--- src/rtl/xtea_pkg.sv ---
// ----------------------------------------------------------------------------
// xtea_pkg
// Shared types, constants and schedule functions of the XTEA cipher pipeline.
// ----------------------------------------------------------------------------
package xtea_pkg;

   localparam int unsigned WORD_W    = 32;
   localparam int unsigned KEY_WORDS = 4;
   localparam int unsigned KEY_IDX_W = $clog2(KEY_WORDS);
   localparam int unsigned ROUNDS    = 32;
   localparam int unsigned STAGES    = 2 * ROUNDS;

   localparam logic [WORD_W-1:0] DELTA = 32'h9E37_79B9;

   localparam logic ACT_ENCRYPT = 1'b0;
   localparam logic ACT_DECRYPT = 1'b1;

   typedef struct packed {
      logic              action;
      logic [WORD_W-1:0] word_first;
      logic [WORD_W-1:0] word_second;
   } xtea_req_type;

   typedef struct packed {
      logic [WORD_W-1:0] out_first;
      logic [WORD_W-1:0] out_second;
   } xtea_rsp_type;

   // block state carried between half-round stages
   typedef struct packed {
      logic              action;
      logic [WORD_W-1:0] v0;
      logic [WORD_W-1:0] v1;
   } xtea_stg_type;

   // per-stage constants: round sums for both directions and stage parity
   typedef struct packed {
      logic [WORD_W-1:0] sum_enc;
      logic [WORD_W-1:0] sum_dec;
      logic              odd;
   } xtea_sched_type;

   typedef logic [KEY_WORDS-1:0][WORD_W-1:0] xtea_key_type;

   function automatic logic [WORD_W-1:0] delta_times(int unsigned n);
      logic [WORD_W-1:0] nv;
      nv = WORD_W'(n);
      return WORD_W'(nv * DELTA);
   endfunction

   // half-round k: encrypt uses ((k+1)/2)*delta, decrypt (ROUNDS-(k+1)/2)*delta
   function automatic xtea_sched_type stage_sched(int unsigned k);
      xtea_sched_type s;
      s.sum_enc = delta_times((k + 1) / 2);
      s.sum_dec = delta_times(ROUNDS - (k + 1) / 2);
      s.odd     = 1'(k % 2);
      return s;
   endfunction

endpackage

--- src/rtl/xtea_stage.sv ---
// ----------------------------------------------------------------------------
// xtea_stage
// One registered XTEA half-round; direction and key select follow the item.
// ----------------------------------------------------------------------------
module xtea_stage (
   input  logic                    clock,
   input  logic                    reset,
   input  logic                    en,
   input  logic                    in_valid,
   input  xtea_pkg::xtea_stg_type  in_data,
   input  xtea_pkg::xtea_sched_type sched,
   input  xtea_pkg::xtea_key_type  key,
   output logic                    out_valid,
   output xtea_pkg::xtea_stg_type  out_data
);
   import xtea_pkg::*;

   logic                 upd_first;
   logic [WORD_W-1:0]    sum;
   logic [WORD_W-1:0]    src;
   logic [WORD_W-1:0]    dst;
   logic [KEY_IDX_W-1:0] kidx;
   logic [WORD_W-1:0]    mixed;
   logic [WORD_W-1:0]    tweak;
   logic [WORD_W-1:0]    fval;
   logic [WORD_W-1:0]    res;

   logic         valid_ff;
   xtea_stg_type data_ff;
   xtea_stg_type data_in;

   always_comb begin
      // encrypt even / decrypt odd stages update v0, using the low sum bits
      upd_first = ~(in_data.action ^ sched.odd);
      sum       = (in_data.action == ACT_DECRYPT) ? sched.sum_dec : sched.sum_enc;
      src       = upd_first ? in_data.v1 : in_data.v0;
      dst       = upd_first ? in_data.v0 : in_data.v1;
      kidx      = upd_first ? sum[KEY_IDX_W-1:0] : sum[11 +: KEY_IDX_W];
      mixed     = ((src << 4) ^ (src >> 5)) + src;
      tweak     = sum + key[kidx];
      fval      = mixed ^ tweak;
      res       = (in_data.action == ACT_DECRYPT) ? (dst - fval) : (dst + fval);

      data_in.action = in_data.action;
      data_in.v0     = upd_first ? res : in_data.v0;
      data_in.v1     = upd_first ? in_data.v1 : res;
   end

   always_ff @(posedge clock) begin
      if (reset) begin
         valid_ff <= 1'b0;
      end else if (en) begin
         valid_ff <= in_valid;
      end
   end

   always_ff @(posedge clock) begin
      if (en) begin
         data_ff <= data_in;
      end
   end

   assign out_valid = valid_ff;
   assign out_data  = data_ff;

endmodule

--- config.mk ---
export PLATFORM = sky130hd
export DESIGN_NAME = xtea_stage
export DESIGN_NICKNAME = d
export VERILOG_FILES = /design/src/rtl/xtea_pkg.sv /design/src/rtl/xtea_stage.sv
export SDC_FILE = /design/constraint.sdc
export NUM_CORES = 1
export LEC_CHECK = 0
export ABC_AREA = 1
export BUFFER_PORTS_ARGS = -buffer_cell sky130_fd_sc_hd__buf_2
export CORE_AREA = 2 2 203 185
export CTS_CLUSTER_DIAMETER = 40
export DETAILED_ROUTE_END_ITERATION = 12
export DIE_AREA = 0 0 205 187
export SYNTH_ARGS = -nofsm -noshare
export SYNTH_HDL_FRONTEND = slang
export SYNTH_SLANG_ARGS = --single-unit
--- constraint.sdc ---
create_clock -name clock -period 7.4 [get_ports clock]
set_clock_uncertainty 0.15 [all_clocks]
set_input_delay 0.74 -clock clock [delete_from_list [all_inputs] [get_ports clock]]
set_output_delay 0.74 -clock clock [all_outputs]
set_load 0.1 [all_outputs]
Yosys cells after proc, flatten, opt, wreduce, memory -nomap -nowiden
Index checks and enable logic that the tools add are counted.
- register bits after elaboration: 66
- input port bits: 262
- output and inout bits: 66
- logic and storage cells: 21
- $add $sub $neg: 4
- magnitude comparators: 1
- mux-type cells: 9
- bitwise logic cells: 3
- operators with widths (cell ; number):
    $mux W32 ; 7
    $add A32 B32 Y32 ; 3
    $bmux W32 S2 ; 1
    $sub A32 B32 Y32 ; 1
    $xor A32 B27 Y32 ; 1
    $xor A32 B32 Y32 ; 1
    $lt A2 B3 Y1 const B ; 1
    $mux W2 ; 1
    $xor A1 B1 Y1 ; 1

Depth between registers and ports, before layout
- depth in word-level cells: 9
- depth in mapped cells: 45
- mapped depth without buffers: 42

Worst setup path after synthesis
Ideal clock, no wire load.
- path type: input-to-reg
- start: input port in_data[64] (netlist bit)
- end: register data_ff, in the netlist out_data[27] (data pin)
- setup time: 264 ps
- arrival: 5631 ps
- data required time: 6986 ps
- setup slack: 1355 ps
- stages: 36
- path buffers: 3
- path through: buf_4 -> inv_4 -> nand2_1 -> nand2_2 -> clkbuf_1 -> clkbuf_1 -> nand2_1 -> nand2_1 -> ha_1 -> inv_1 -> fa_1 -> xnor2_1 -> ha_1 -> inv_1 -> nor3_2 -> nand2_1 -> nor2_2 -> nand2_1 -> nor2_4 -> nand4_2 -> nor2_2 -> nand3_1 -> nand2_2 -> xor2_1 -> ha_1 -> a21oi_1 -> inv_1 -> a31oi_1 -> inv_1 -> a21oi_1 -> nand3_1 -> nand2_1 -> nand2_1 -> or2_2 -> nand3_1 -> o21ai_0
- RTL lines (item ; line ; RTL):
    start: declaration ; xtea_stage.sv:10 ; input xtea_pkg::xtea_stg_type in_data,
    end signal: assignment ; xtea_stage.sv:59 ; data_ff <= data_in;
    end: declaration ; xtea_stage.sv:29 ; xtea_stg_type data_ff;

==> metrics <==
status finished clean; fin crit share 91.8%; R2R Setup Slk 6670 ps; largest family of logic cells by synthesized area simple AND/OR/NAND/NOR gates; CP max-delay cell fa_1; Compound-Gate Fraction of Synth Area 13.9%; initial DRC count 896; Max Cap Violations 0; syn nets 2584; area growth from synthesis to layout 24.0%; final hold vios 0; initial core utilization 34.3%; Leakage 8.83 nW; Req. time, crit path 7330 ps; layout cells sized above 1 18.9%; Slew @ Worst Pin 826 ps; CTS Buf Count 9; worst r2r src out_valid; Slew HR 44.9%; number of synthesized flops with an enable pin 65; Slew Limit Fails 0; Fin Hold WS 350 ps; CTS Hold Buffers Added 0; Core Area 0.0366 sq mm; setup violators final 0; io pins 328; Netlist cell types 53; # DRC 0; H-tree Lvls 3; mux cell area share after synthesis 0.239%; hold_sp out_valid; largest net degree at the start of global routing 104; CTS Sinks 66; Startpoint Class input port; Placer Congestion 0.966; synth top area cells nand2_1 26%, edfxtp_1 16%, ha_1 9.6%; crit-path leading delay family simple AND/OR/NAND/NOR gates; Total GRT Usage 27.1%; warnings from Yosys 0; vias in the first global route 14.7k; slowest stage delay, CP 520 ps; Post-Synth Adder-Cell Area 10.1%; Vias 15.3k; Max Used Layer met4; DP Wirelength 46500 microns; Worst-Skew Late Latency 340 ps; top cell type's share of synthesized area 25.5%; Max Fclk 147 MHz; cell area after synthesis 0.0125 sq mm; setup TNS 0 ps; WL/cell 16.9 microns; Root Driver clkbuf_16; Synth Area in XOR/XNOR 7.24%; maximum buffer depth of the clock tree 2; WP depth 37; FF-to-FF End out_valid; antenna cell count 0; top_reg_cell synth edfxtp_1; Crit Path Max Fanout 22; most frequent CP cell nand2_1; GR Overflow Total 0; r2r worst-path depth 2; Die Span Y 187 microns; post-synthesis simple-gate area fraction 41.6%; nets 2958; Worst-path clk slew 60 ps; most common cell in the netlist nand2_1; Syn Inst Count 2223; Rows 67; synth cell count leaders 853 x nand2_1, 302 x inv_1, 186 x nor2_1, 145 x o21ai_0, 136 x nand3_1; Buf/Inv on CP 7; wirelength, routed 52200 microns; initial antenna violation count 0; Synth area leader nand2_1; drt first pass iters 6; CP Class in2reg; Hold Path Class reg2reg; WP data arrival 6720 ps; Routed Antenna Nets 0; syn_area_per_cell 5.64 sq um; first-pass GRT wire length 80200 microns; buffers added on ports 327; Hold Path Depth 2; TritonCTS clock tree yes; Hold Path Sink out_valid; Power Dens Cells 396 mW/mm^2; Seq/Total Area, Yosys 15.7%; #FFs+latches synth 66; overall power 0.00617 W; CP Capture Type register; die width 205 microns; Avg Vias per Cell 4.96; met2 WL post-DR 24500 microns; unrepaired setup endpoints after global routing false; min Tclk post-route 6790 ps; FFs w/ async S/R, synth 0%; metal1 wirelength 23700 microns; peak supply drop 0.173 mV; DR WL met3 2380 microns; die area 0.0383 sq mm
[worst max-delay path by stage]
| stage | start | slack, ps | to |
|---|---|---|---|
| floorplan | in_data[64] | 1350 | out_data[27] |
| global placement | in_data[64] | 270 | out_data[27] |
| detailed placement | in_data[64] | 280 | out_data[27] |
| CTS | in_data[64] | 650 | out_data[25] |
| global route | in_data[64] | 90 | out_data[27] |
| finish | in_data[64] | 610 | out_data[27] |
[cell type report]
type	instances	area, sq um
clock buffer	11	233
sequential	66	1970
multi-input combinational	1792	9170
tap	483	604
fill	4116	21000
clock inverter	5	55.1
inverter	313	1180
timing repair buffer	415	2350
[repair_timing]
item | CTS | global route
gates resized for setup | 0 | 1
setup endpoints to repair | 0 | 1
buffers inserted | 0 | 0
[sequential cells by signal, summed over array words and instances (netlist names)]
name,cells
out_data,65
out_valid,1
[cells by family after synthesis]
logic type,after synthesis
muxes,3
AOI/OAI and AO/OA,317
adders and majority gates,99
DFF,66
xor gates and xnor gates,102
and+or+nand+nor,1271
buffers and inverters,365
[worst register-to-register path: stages, from the launching register on]
cell and delay (ps):
dfxtp_1 310, mux2i_1 120, nor2_1 50
[layer usage]
metal / GRT usage [%] / vias to the layer above
li1: - / 7864
met2: 47.3 / 476
met3: 1.88 / 54
met5: 0 / -
met1: 35.3 / 6919
met4: 8.41 / 0
[where the power goes]
group | switching (W) | internal, W | leakage (nW)
Clock | 0.000159 | 0.000259 | 0.136
Combinational | 0.00359 | 0.00149 | 8.05
Sequential | 0.0000313 | 0.000637 | 0.642
[through the flow]
step           utilization (%)  cells  worst slack [ps]  instance area (sq um)
2_1_floorplan                -   2223              1350                  12500
3_3_place_gp              41.8   3069               274                  15300
3_5_place_dp              41.8   3069               276                  15300
4_1_cts                   42.6   3085               650                  15600
5_1_grt                   42.6   3085              89.2                  15600
6_report                  42.6   3085               609                  15600
[layout by cell type, fill, tap and decap left out, types with 3 or more instances in the layout]
cell,instances
a21o_1,4
a21oi_1,89
a31oi_1,13
and2_1,5
buf_12,4
buf_2,327
buf_4,84
clkbuf_16,9
edfxtp_1,65
fa_1,3
ha_1,96
inv_1,302
inv_2,8
mux2i_1,3
nand2_1,853
nand2_2,13
nand3_1,136
nand3_2,3
nand3b_1,12
nand4_1,15
nor2_1,186
nor2_2,12
nor3_1,15
nor4_1,3
o21a_1,5
o21ai_0,145
o21ai_1,7
o21ai_2,3
o21bai_1,6
o22ai_1,30
o31ai_1,4
or2_2,12
xnor2_1,33
xor2_1,67
Power figures use the tool's default switching activity.
